## config.mk

```make
export PLATFORM = sky130hd
export DESIGN_NAME = serial_command_line_interpreter
export DESIGN_NICKNAME = d
export VERILOG_FILES = /design/src/rtl/scli_pkg.sv /design/src/rtl/scli_ram.sv /design/src/rtl/scli_front.sv /design/src/rtl/scli_queue.sv /design/src/rtl/scli_back.sv /design/src/rtl/serial_command_line_interpreter.sv
export SDC_FILE = /design/constraint.sdc
export NUM_CORES = 1
export LEC_CHECK = 0
export ABC_AREA = 1
export BUFFER_PORTS_ARGS = -buffer_cell sky130_fd_sc_hd__buf_2
export CORE_ASPECT_RATIO = 1.1
export CORE_MARGIN = 2
export CORE_UTILIZATION = 45
export DETAILED_ROUTE_END_ITERATION = 7
export PLACE_DENSITY_LB_ADDON = 0.2
export RECOVER_POWER = 50
export SYNTH_ARGS = -nofsm -noshare
export SYNTH_HDL_FRONTEND = slang
export SYNTH_HIERARCHICAL = 1
export SYNTH_SLANG_ARGS = --single-unit
```

## constraint.sdc

```tcl
create_clock -name clk -period 5.23 [get_ports clk]
set_input_delay 0 -clock clk [delete_from_list [all_inputs] [get_ports clk]]
set_output_delay 0 -clock clk [all_outputs]
set_load 0.01 [all_outputs]
```

## src/rtl/scli_pkg.sv

```systemverilog
`timescale 1ns / 1ps
// Shared types, codes and keyword tables for the serial command line interpreter.
// No dependencies; the other files in rtl/, apart from scli_ram, refer to this package by scoped names.

package scli_pkg;

  localparam int LINE_MAX_DEFAULT = 64;
  localparam int MAX_TOKENS       = 8;
  localparam int QUEUE_DEPTH      = 2;

  localparam logic [7:0] CH_CR    = 8'h0D;
  localparam logic [7:0] CH_LF    = 8'h0A;
  localparam logic [7:0] CH_SPACE = 8'h20;
  localparam logic [7:0] CH_NUL   = 8'h00;

  // What a poll carries, decided in the front end
  typedef enum logic [1:0] {
    CK_NONE,
    CK_CR,
    CK_LF,
    CK_OTHER
  } char_kind_t;

  typedef struct packed {
    char_kind_t kind;
    logic [7:0] ch;
  } poll_t;

  typedef enum logic [2:0] {
    MODE_IDLE,
    MODE_RECV,
    MODE_PROC,
    MODE_EXEC,
    MODE_ERR
  } mode_t;

  typedef enum logic [3:0] {
    RSP_NONE,
    RSP_HELP,
    RSP_ON,
    RSP_OFF,
    RSP_TOGGLE,
    RSP_STATUS,
    RSP_MISSING,
    RSP_INVALID,
    RSP_UNKNOWN,
    RSP_ERROR
  } resp_t;

  // Keywords: the first three are commands, the last three are LED arguments
  typedef enum logic [2:0] {
    KW_HELP,
    KW_LED,
    KW_STATUS,
    KW_ON,
    KW_OFF,
    KW_TOGGLE
  } kw_t;

  localparam int NUM_KW = 6;
  localparam int POS_W  = 3;

  function automatic logic [7:0] fold_case(input logic [7:0] c);
    logic [7:0] r;
    r = c;
    if (c >= "A" && c <= "Z") begin
      r = c + 8'd32;
    end
    return r;
  endfunction

  function automatic logic [POS_W-1:0] kw_len(input kw_t kw);
    logic [POS_W-1:0] n;
    unique case (kw)
      KW_HELP:   n = 3'd4;
      KW_LED:    n = 3'd3;
      KW_STATUS: n = 3'd6;
      KW_ON:     n = 3'd2;
      KW_OFF:    n = 3'd3;
      KW_TOGGLE: n = 3'd6;
      default:   n = 3'd0;
    endcase
    return n;
  endfunction

  // Character p of a keyword; words are left-justified, first character on top
  function automatic logic [7:0] kw_char(input kw_t kw, input logic [POS_W-1:0] p);
    logic [47:0] word;
    logic [47:0] shifted;
    unique case (kw)
      KW_HELP:   word = {"help", 16'h0000};
      KW_LED:    word = {"led", 24'h000000};
      KW_STATUS: word = "status";
      KW_ON:     word = {"on", 32'h00000000};
      KW_OFF:    word = {"off", 24'h000000};
      KW_TOGGLE: word = "toggle";
      default:   word = '0;
    endcase
    shifted = word << {p, 3'b000};
    return shifted[47:40];
  endfunction

  // Decide the command from the token count (saturated at two) and keyword hits
  function automatic resp_t classify(input logic [1:0] cnt, input logic [NUM_KW-1:0] hit);
    resp_t r;
    if (cnt == 2'd0) begin
      r = RSP_NONE;
    end else if (hit[KW_HELP]) begin
      r = RSP_HELP;
    end else if (hit[KW_LED]) begin
      if (cnt == 2'd1) begin
        r = RSP_MISSING;
      end else if (hit[KW_ON]) begin
        r = RSP_ON;
      end else if (hit[KW_OFF]) begin
        r = RSP_OFF;
      end else if (hit[KW_TOGGLE]) begin
        r = RSP_TOGGLE;
      end else begin
        r = RSP_INVALID;
      end
    end else if (hit[KW_STATUS]) begin
      r = RSP_STATUS;
    end else begin
      r = RSP_UNKNOWN;
    end
    return r;
  endfunction

endpackage

```

## src/rtl/scli_ram.sv

```systemverilog
`timescale 1ns / 1ps
// Generic simple dual-port RAM: one write port, one read port, registered read data.
// No dependencies.

module scli_ram #(
  parameter int WIDTH = 8,
  parameter int DEPTH = 64
) (
  input  logic                     clk,
  input  logic                     we,
  input  logic [$clog2(DEPTH)-1:0] waddr,
  input  logic [WIDTH-1:0]         wdata,
  input  logic [$clog2(DEPTH)-1:0] raddr,
  output logic [WIDTH-1:0]         rdata
);

  logic [WIDTH-1:0] mem [DEPTH];

  always_ff @(posedge clk) begin
    if (we) begin
      mem[waddr] <= wdata;
    end
    rdata <= mem[raddr];
  end

endmodule

```

## src/rtl/scli_front.sv

```systemverilog
`timescale 1ns / 1ps
// Front end: accepts polls from the input stream, classifies the byte and
// registers the result for the command queue. Depends on scli_pkg.

module scli_front (
  input  logic            clk,
  input  logic            rst,
  input  logic            s_axis_tvalid,
  output logic            s_axis_tready,
  input  logic [7:0]      s_axis_tdata,   // [7:0] rx_char
  input  logic            s_axis_tuser,   // [0] char_valid
  input  logic            q_ready,
  output logic            f_valid,
  output scli_pkg::poll_t f_poll
);

  scli_pkg::poll_t poll_next;
  logic            accept;

  assign s_axis_tready = !f_valid || q_ready;
  assign accept        = s_axis_tvalid && s_axis_tready;

  always_comb begin
    poll_next.ch = s_axis_tdata;
    if (!s_axis_tuser) begin
      poll_next.kind = scli_pkg::CK_NONE;
    end else if (s_axis_tdata == scli_pkg::CH_CR) begin
      poll_next.kind = scli_pkg::CK_CR;
    end else if (s_axis_tdata == scli_pkg::CH_LF) begin
      poll_next.kind = scli_pkg::CK_LF;
    end else begin
      poll_next.kind = scli_pkg::CK_OTHER;
    end
  end

  always_ff @(posedge clk) begin
    if (rst) begin
      f_valid <= 1'b0;
    end else if (accept) begin
      f_valid <= 1'b1;
    end else if (q_ready) begin
      f_valid <= 1'b0;
    end
  end

  always_ff @(posedge clk) begin
    if (accept) begin
      f_poll <= poll_next;
    end
  end

endmodule

```

## src/rtl/scli_queue.sv

```systemverilog
`timescale 1ns / 1ps
// Short FIFO of classified polls between the front end and the back end.
// Depends on scli_pkg.

module scli_queue (
  input  logic            clk,
  input  logic            rst,
  input  logic            in_valid,
  output logic            in_ready,
  input  scli_pkg::poll_t in_poll,
  output logic            out_valid,
  input  logic            out_pop,
  output scli_pkg::poll_t out_poll
);

  localparam int DEPTH = scli_pkg::QUEUE_DEPTH;
  localparam int AW    = $clog2(DEPTH);
  localparam int CW    = $clog2(DEPTH + 1);

  scli_pkg::poll_t slot [DEPTH];
  logic [AW-1:0]   wr_ptr;
  logic [AW-1:0]   rd_ptr;
  logic [CW-1:0]   count;
  logic            push;

  assign in_ready  = count != CW'(DEPTH);
  assign out_valid = count != '0;
  assign push      = in_valid && in_ready;
  assign out_poll  = slot[rd_ptr];

  always_ff @(posedge clk) begin
    if (rst) begin
      wr_ptr <= '0;
      rd_ptr <= '0;
      count  <= '0;
    end else begin
      if (push) begin
        wr_ptr <= (wr_ptr == AW'(DEPTH - 1)) ? '0 : wr_ptr + 1'b1;
      end
      if (out_pop) begin
        rd_ptr <= (rd_ptr == AW'(DEPTH - 1)) ? '0 : rd_ptr + 1'b1;
      end
      case ({push, out_pop})
        2'b10:   count <= count + 1'b1;
        2'b01:   count <= count - 1'b1;
        default: count <= count;
      endcase
    end
  end

  always_ff @(posedge clk) begin
    if (push) begin
      slot[wr_ptr] <= in_poll;
    end
  end

endmodule

```

## src/rtl/scli_back.sv

```systemverilog
`timescale 1ns / 1ps
// Back end: mode machine, line store, token scanner and result register.
// Depends on scli_pkg and scli_ram.

module scli_back #(
  parameter int LINE_MAX = scli_pkg::LINE_MAX_DEFAULT
) (
  input  logic            clk,
  input  logic            rst,
  input  logic            q_valid,
  input  scli_pkg::poll_t q_poll,
  output logic            q_pop,
  output logic            m_axis_tvalid,
  input  logic            m_axis_tready,
  output logic [7:0]      m_axis_tdata    // [3:0] response, [4] led_level, [7:5] zero
);

  localparam int AW = $clog2(LINE_MAX);
  localparam int NK = scli_pkg::NUM_KW;
  localparam int PW = scli_pkg::POS_W;

  scli_pkg::mode_t mode, mode_next;
  logic [AW-1:0]   fill_idx, fill_next;
  logic            led_on, led_next;
  scli_pkg::resp_t parsed, parsed_next;

  logic            out_vld, out_vld_next;
  scli_pkg::resp_t out_resp, out_resp_next;
  logic            out_led, out_led_next;
  logic            out_free;

  logic            ram_we;
  logic [AW-1:0]   ram_waddr;
  logic [7:0]      rd_data;

  // scanner state
  logic [AW-1:0]   scan_idx, scan_next;
  logic            rd_vld, rd_vld_next;
  logic            scan_done, done_next;
  logic            stopped, stop_next;
  logic            in_tok, in_tok_next;
  logic [1:0]      tok_cnt, tok_cnt_next;
  logic [PW-1:0]   pos, pos_next;
  logic [NK-1:0]   flag, flag_next;
  logic [NK-1:0]   hit, hit_next;
  logic            start_scan;
  logic            close_tok;

  logic [NK-1:0]   cur_flag, step_flag, close_hit;
  logic [PW-1:0]   cur_pos, step_pos;
  logic [7:0]      folded;

  scli_ram #(
    .WIDTH (8),
    .DEPTH (LINE_MAX)
  ) u_line (
    .clk   (clk),
    .we    (ram_we),
    .waddr (ram_waddr),
    .wdata (q_poll.ch),
    .raddr (scan_idx),
    .rdata (rd_data)
  );

  assign out_free      = !out_vld || m_axis_tready;
  assign m_axis_tvalid = out_vld;
  assign m_axis_tdata  = {3'b000, out_led, out_resp};

  // Keyword match for one token byte, and keyword hits when a token closes
  always_comb begin
    cur_flag = in_tok ? flag : '1;
    cur_pos  = in_tok ? pos : '0;
    folded   = scli_pkg::fold_case(rd_data);
    for (int k = 0; k < NK; k++) begin
      step_flag[k] = cur_flag[k]
                     && (cur_pos < scli_pkg::kw_len(scli_pkg::kw_t'(k)))
                     && (folded == scli_pkg::kw_char(scli_pkg::kw_t'(k), cur_pos));
      close_hit[k] = flag[k] && (pos == scli_pkg::kw_len(scli_pkg::kw_t'(k)));
    end
    step_pos = (cur_pos == '1) ? cur_pos : cur_pos + 1'b1;
  end

  // Line scan: one read per cycle, each byte consumed in the cycle after its read
  always_comb begin
    scan_next    = scan_idx;
    rd_vld_next  = 1'b0;
    done_next    = scan_done;
    stop_next    = stopped;
    in_tok_next  = in_tok;
    tok_cnt_next = tok_cnt;
    pos_next     = pos;
    flag_next    = flag;
    hit_next     = hit;
    close_tok    = 1'b0;
    if (start_scan) begin
      scan_next    = '0;
      done_next    = 1'b0;
      stop_next    = 1'b0;
      in_tok_next  = 1'b0;
      tok_cnt_next = 2'd0;
      hit_next     = '0;
    end else if (mode == scli_pkg::MODE_PROC && !scan_done) begin
      if (!stopped && scan_idx != fill_idx) begin
        scan_next   = scan_idx + 1'b1;
        rd_vld_next = 1'b1;
      end
      if (rd_vld && !stopped) begin
        if (rd_data == scli_pkg::CH_SPACE || rd_data == scli_pkg::CH_NUL) begin
          close_tok = in_tok;
          // a zero byte ends the text
          if (rd_data == scli_pkg::CH_NUL) begin
            stop_next = 1'b1;
          end
        end else begin
          in_tok_next = 1'b1;
          flag_next   = step_flag;
          pos_next    = step_pos;
        end
      end else if (!rd_vld && (stopped || scan_idx == fill_idx)) begin
        close_tok = in_tok;
        done_next = 1'b1;
      end
      if (close_tok) begin
        in_tok_next = 1'b0;
        if (tok_cnt == 2'd0) begin
          hit_next[scli_pkg::KW_HELP]   = close_hit[scli_pkg::KW_HELP];
          hit_next[scli_pkg::KW_LED]    = close_hit[scli_pkg::KW_LED];
          hit_next[scli_pkg::KW_STATUS] = close_hit[scli_pkg::KW_STATUS];
          tok_cnt_next = 2'd1;
          if (scli_pkg::MAX_TOKENS == 1) begin
            stop_next = 1'b1;
          end
        end else begin
          // the second token sets the argument hits and stops the scan; later tokens never change the outcome
          hit_next[scli_pkg::KW_ON]     = close_hit[scli_pkg::KW_ON];
          hit_next[scli_pkg::KW_OFF]    = close_hit[scli_pkg::KW_OFF];
          hit_next[scli_pkg::KW_TOGGLE] = close_hit[scli_pkg::KW_TOGGLE];
          tok_cnt_next = 2'd2;
          stop_next    = 1'b1;
        end
      end
    end
  end

  // Mode machine: every popped poll makes exactly one result beat
  always_comb begin
    mode_next     = mode;
    fill_next     = fill_idx;
    led_next      = led_on;
    parsed_next   = parsed;
    start_scan    = 1'b0;
    ram_we        = 1'b0;
    ram_waddr     = fill_idx;
    out_vld_next  = out_vld && !m_axis_tready;
    out_resp_next = out_resp;
    out_led_next  = out_led;
    q_pop = q_valid && out_free && (mode != scli_pkg::MODE_PROC || scan_done);
    if (q_pop) begin
      out_vld_next  = 1'b1;
      out_resp_next = scli_pkg::RSP_NONE;
      unique case (mode)
        scli_pkg::MODE_RECV: begin
          if (q_poll.kind == scli_pkg::CK_CR) begin
            mode_next  = scli_pkg::MODE_PROC;
            start_scan = 1'b1;
          end else if (q_poll.kind != scli_pkg::CK_NONE) begin
            if (fill_idx < AW'(LINE_MAX - 1)) begin
              ram_we    = 1'b1;
              fill_next = fill_idx + 1'b1;
            end else begin
              mode_next = scli_pkg::MODE_ERR;
            end
          end
        end
        scli_pkg::MODE_PROC: begin
          parsed_next = scli_pkg::classify(tok_cnt, hit);
          mode_next   = scli_pkg::MODE_EXEC;
        end
        scli_pkg::MODE_EXEC: begin
          out_resp_next = parsed;
          unique case (parsed)
            scli_pkg::RSP_ON:     led_next = 1'b1;
            scli_pkg::RSP_OFF:    led_next = 1'b0;
            scli_pkg::RSP_TOGGLE: led_next = !led_on;
            default:              led_next = led_on;
          endcase
          fill_next = '0;
          mode_next = scli_pkg::MODE_IDLE;
        end
        scli_pkg::MODE_ERR: begin
          out_resp_next = scli_pkg::RSP_ERROR;
          fill_next     = '0;
          mode_next     = scli_pkg::MODE_IDLE;
        end
        default: begin
          // idle, and unused codes fall back to idle
          mode_next = scli_pkg::MODE_IDLE;
          if (q_poll.kind == scli_pkg::CK_OTHER) begin
            ram_we    = 1'b1;
            ram_waddr = '0;
            fill_next = AW'(1);
            mode_next = scli_pkg::MODE_RECV;
          end
        end
      endcase
      out_led_next = led_next;
    end
  end

  always_ff @(posedge clk) begin
    if (rst) begin
      mode      <= scli_pkg::MODE_IDLE;
      fill_idx  <= '0;
      led_on    <= 1'b0;
      parsed    <= scli_pkg::RSP_NONE;
      out_vld   <= 1'b0;
      rd_vld    <= 1'b0;
      scan_done <= 1'b0;
      stopped   <= 1'b0;
      in_tok    <= 1'b0;
      tok_cnt   <= 2'd0;
    end else begin
      mode      <= mode_next;
      fill_idx  <= fill_next;
      led_on    <= led_next;
      parsed    <= parsed_next;
      out_vld   <= out_vld_next;
      rd_vld    <= rd_vld_next;
      scan_done <= done_next;
      stopped   <= stop_next;
      in_tok    <= in_tok_next;
      tok_cnt   <= tok_cnt_next;
    end
  end

  always_ff @(posedge clk) begin
    scan_idx <= scan_next;
    pos      <= pos_next;
    flag     <= flag_next;
    hit      <= hit_next;
    out_resp <= out_resp_next;
    out_led  <= out_led_next;
  end

  a_led_only_in_exec: assert property (@(posedge clk) disable iff (rst)
    !(q_pop && mode == scli_pkg::MODE_EXEC) |=> $stable(led_on))
    else $error("LED level changed outside command execution");

  a_error_beat: assert property (@(posedge clk) disable iff (rst)
    (q_pop && mode == scli_pkg::MODE_ERR) |=>
      (out_vld && out_resp == scli_pkg::RSP_ERROR && mode == scli_pkg::MODE_IDLE))
    else $error("overflowed line did not report error and return to idle");

  a_scan_in_line: assert property (@(posedge clk) disable iff (rst)
    (mode == scli_pkg::MODE_PROC) |-> (scan_idx <= fill_idx))
    else $error("line scan ran past the stored bytes");

  a_exec_clears_line: assert property (@(posedge clk) disable iff (rst)
    (q_pop && mode == scli_pkg::MODE_EXEC) |=>
      (fill_idx == '0 && mode == scli_pkg::MODE_IDLE))
    else $error("line not cleared after execution");

endmodule

```

## src/rtl/serial_command_line_interpreter.sv

```systemverilog
`timescale 1ns / 1ps
// Serial command line interpreter: usage notes
//
// Input stream (s_axis_*): one beat per poll. s_axis_tuser flags a received
// byte, s_axis_tdata holds it. Output stream (m_axis_*): exactly one beat per
// poll, in order, with the response code and the LED level after that poll.
// Lines end with CR; leading CR/LF in idle are skipped. Commands: help,
// led on|off|toggle, status, matched without regard to case.
// A poll passes the front register and the command queue before its result is registered.
// Throughput: one poll per cycle while m_axis_tready is high, except the poll
// right after a CR, which waits for the line scan: one line-store read per
// cycle, until the scan of the stored line is done.
// Reset (rst, synchronous): mode idle, LED off, line and queue empty; no
// clearing pass is needed.
// A stalled m_axis_tready holds the result register; the two-entry command
// queue and the front register then fill and s_axis_tready drops.
// Depends on scli_pkg, scli_front, scli_queue, scli_back, scli_ram.

module serial_command_line_interpreter #(
  parameter int LINE_MAX = scli_pkg::LINE_MAX_DEFAULT
) (
  input  logic       clk,
  input  logic       rst,
  input  logic       s_axis_tvalid,
  output logic       s_axis_tready,
  input  logic [7:0] s_axis_tdata,    // [7:0] rx_char
  input  logic       s_axis_tuser,    // [0] char_valid
  output logic       m_axis_tvalid,
  input  logic       m_axis_tready,
  output logic [7:0] m_axis_tdata     // [3:0] response, [4] led_level, [7:5] zero
);

  logic            f_valid;
  scli_pkg::poll_t f_poll;
  logic            q_ready;
  logic            q_valid;
  logic            q_pop;
  scli_pkg::poll_t q_poll;

  scli_front u_front (
    .clk           (clk),
    .rst           (rst),
    .s_axis_tvalid (s_axis_tvalid),
    .s_axis_tready (s_axis_tready),
    .s_axis_tdata  (s_axis_tdata),
    .s_axis_tuser  (s_axis_tuser),
    .q_ready       (q_ready),
    .f_valid       (f_valid),
    .f_poll        (f_poll)
  );

  scli_queue u_queue (
    .clk       (clk),
    .rst       (rst),
    .in_valid  (f_valid),
    .in_ready  (q_ready),
    .in_poll   (f_poll),
    .out_valid (q_valid),
    .out_pop   (q_pop),
    .out_poll  (q_poll)
  );

  scli_back #(
    .LINE_MAX (LINE_MAX)
  ) u_back (
    .clk           (clk),
    .rst           (rst),
    .q_valid       (q_valid),
    .q_poll        (q_poll),
    .q_pop         (q_pop),
    .m_axis_tvalid (m_axis_tvalid),
    .m_axis_tready (m_axis_tready),
    .m_axis_tdata  (m_axis_tdata)
  );

endmodule

```

==> key figures <==
Yosys
  – Post-synthesis register bit count: 603
  – Number of synthesized flops with an enable pin: 556
  – Unique masters post-synth: 48
  – Syn avg cell area: 10.9 um2
  – Post-Syn Instances: 2359
  – Ys async rst share: 0
  – Mapped cell area: 0.0258 mm2
  – Top_reg_cell synth: edfxtp_1
  – Ys Warns: 6
  – Seq/Total Area, Yosys: 0.684

Clocking
  – CTS tree: yes
  – Clk_lat worst skew: 0.62 ns
  – H-tree depth: 2
  – CTS Buf Count: 58
  – Post-CTS setup buffer count: 0
  – Root Driver: clkbuf_16
  – CTS Buffer Depth: 3
  – Worst-path clk slew: 0.06 ns
  – Clk sinks: 603
  – Hold_buf cts: 14
  – # resized after CTS: 0

GRT
  – Pin count of the biggest net entering global routing: 150
  – First-pass GRT wire length: 95900 um
  – Vias in the first global route: 16400
  – Initial antenna violation count: 0
  – Grt ovf: 0
  – Global Route Usage Sum: 0.215

Routing
  – Vias/cell: 5.39
  – Wire per inst: 20.3 um
  – Via count: 17000
  – # DRC: 0
  – Routed WL: 63800 um
  – Initial drt markers: 1639
  – 1st-pass router iterations: 7
  – Post-route ant nets: 0

Timing
  – RSZ-0062 raised after global routing: no
  – Tmin final: 4.35 ns
  – Pins over their slew limit: 420
  – Max transition margin: -1.02
  – Clk_skew: 0.0232 ns
  – Worst Setup Slack, final: 0.879 ns
  – Tcrit/Tclk final: 0.832
  – Setup TNS Final: 0 ns
  – Least-Margin Pin Slew: 3.03 ns
  – # setup viols final: 0
  – Fmax: 0.230 GHz
  – Final hold vios: 0

Floorplanning
  – I/O Pins: 23
  – # rows: 92
  – Die area: 0.0592 mm2
  – DIE HEIGHT: 255 um
  – Horiz. Die Dim: 232 um
  – Starting density of the core: 0.453
  – Core area: 0.0570 mm2

Worst setup path
  – Endpoint class of the critical path: flip-flop
  – Crit path arrival time: 4.59 ns
  – Worst r2r path cells: 7
  – Crit Path Category: reg2reg
  – CP startpoint kind: flip-flop
  – Critical Path RT: 5.47 ns
  – Origin of the critical flop-to-flop path: u_queue/count[0]$_SDFFE_PP0P_
  – Critical path capture point: u_back/u_line/mem[46][7]$_DFFE_PP_
  – Worst Path Max Fanout: 14
  – R2R Path End: u_back/u_line/mem[46][7]$_DFFE_PP_
  – CP startpoint: u_queue/count[0]$_SDFFE_PP0P_
  – R2R setup slack: 0.88 ns

Job
  – Max_cap viols: 10

Status
  – Status: finished with violations
  – Violated checks: capacitance limit, slew limit

Cells and area
  – Post-Layout Cell Count: 3148
  – Fin util: 0.494
  – Area Growth Syn to Fin: 9.18%
  – Commonest non-fill, non-tap cell in the layout: nand2_1
  – Filler cells: 5128
  – Nets@finish: 2369
  – Most frequent cells in the layout: nand2_1, edfxtp_1, nand3_1
  – Share of layout cells above drive strength 1: 0.0559

Power
  – Overall Power: 15000 uW
  – PwrDens: 533 mW/mm2
  – VDD IR max: 366 uV
  – P_leak: 0.0102 uW

Placement
  – GP Congestion: 0.911
  – Dpl cells: 3025
  – Port Buffer Count: 19
  – Detail Placement HPWL: 38700 um
  – Pre-CTS setup slack: 1.42 ns

Min path
  – Hold crit path type: in2reg
## cells in the mapped netlist, types with 14 or more instances
cell type    n  area (um2)
buf_6       26         293
nor2_1     140         526
nand4_1     24         150
buf_4       25         188
nand3_1    455        2280
edfxtp_1   556       16700
nor3_1      17        85.1
dfxtp_1     47         941
buf_2       42         210
inv_1       97         364
nand2_1    758        2850
o21ai_0     25         125
clkbuf_1    14        52.6
a21oi_1     29         145
## worst max-delay path, stage by stage, from the launching register on
cell and delay [ns]:
dfxtp_1 0.40, or2_2 0.14, nand2_1 0.05, nor2_1 0.84, inv_4 0.08, o41ai_2 0.94, nand4_1 0.71, nor2_1 0.79
## where the power goes
group          leakage [uW]  switching, uW  internal [uW]  total (uW)
Clock              0.000928           1780           2480        4250
Sequential          0.00539            329           5730        6060
Combinational       0.00388           3470           1230        4690
## worst min-delay path by stage
stage	start	end	slack (ns)	depth (start not counted)
finish	s_axis_tdata[5]	u_front/f_poll[5]$_DFFE_PP_	0.11	2
global route	s_axis_tdata[5]	u_front/f_poll[5]$_DFFE_PP_	0.09	2
CTS	s_axis_tdata[5]	u_front/f_poll[5]$_DFFE_PP_	0.08	2
detailed placement	s_axis_tdata[6]	u_front/f_poll[6]$_DFFE_PP_	0.20	1
global placement	s_axis_tdata[7]	u_front/f_poll[7]$_DFFE_PP_	0.19	1
floorplan	rst	u_front/f_valid$_SDFFE_PP0P_	0.07	1
## state kept, by name, indices dropped and copies added (netlist names), 2 cells and up, named ones only
register,flops
u_back/pos,3
u_back/tok_cnt,2
u_queue/count,2
u_front/f_poll,10
u_queue/slot,20
u_back/u_line/mem,512
u_back/u_line/rdata,8
u_back/out_resp,4
u_back/scan_idx,6
u_back/flag,6
u_back/fill_idx,6
u_back/mode,3
u_back/hit,6
u_back/parsed,4
## final cells by class
cell class                      instances  area [um2]  area share
Clock buffer                           73        1530      0.0543
Multi-Input combinational cell       1528        6870       0.244
Timing Repair Buffer                   48         335      0.0119
Inverter                              108         419      0.0149
Sequential cell                       603       17600       0.627
Tap cell                              752         941      0.0334
Clock inverter                         35         412      0.0146
Antenna cell                            1        2.50   0.0000889
## kinds of logic after synthesis
| group | share of synthesized area |
|---|---|
| compound gates | 0.0156 |
| xor+xnor | 0.00475 |
| fa+ha+maj | 0.00437 |
| buf+inv | 0.0480 |
| other cells | 0.000145 |
| mux | 0.00466 |
| flops | 0.684 |
| simple gates | 0.239 |
## per-layer routing
metal	track usage	wire, um
met1	0.285	27100
met2	0.361	31000
met3	0.0357	3930
met4	0.0687	1710
met5	0	0
## stage by stage
stage               instance area, um2  hold slack (ns)
floorplan                        25800           0.0691
global placement                 26200            0.194
detailed placement               26200            0.197
CTS                              28200           0.0773
global route                     28200           0.0935
finish                           28200            0.113
Power figures use the tool's default switching activity.
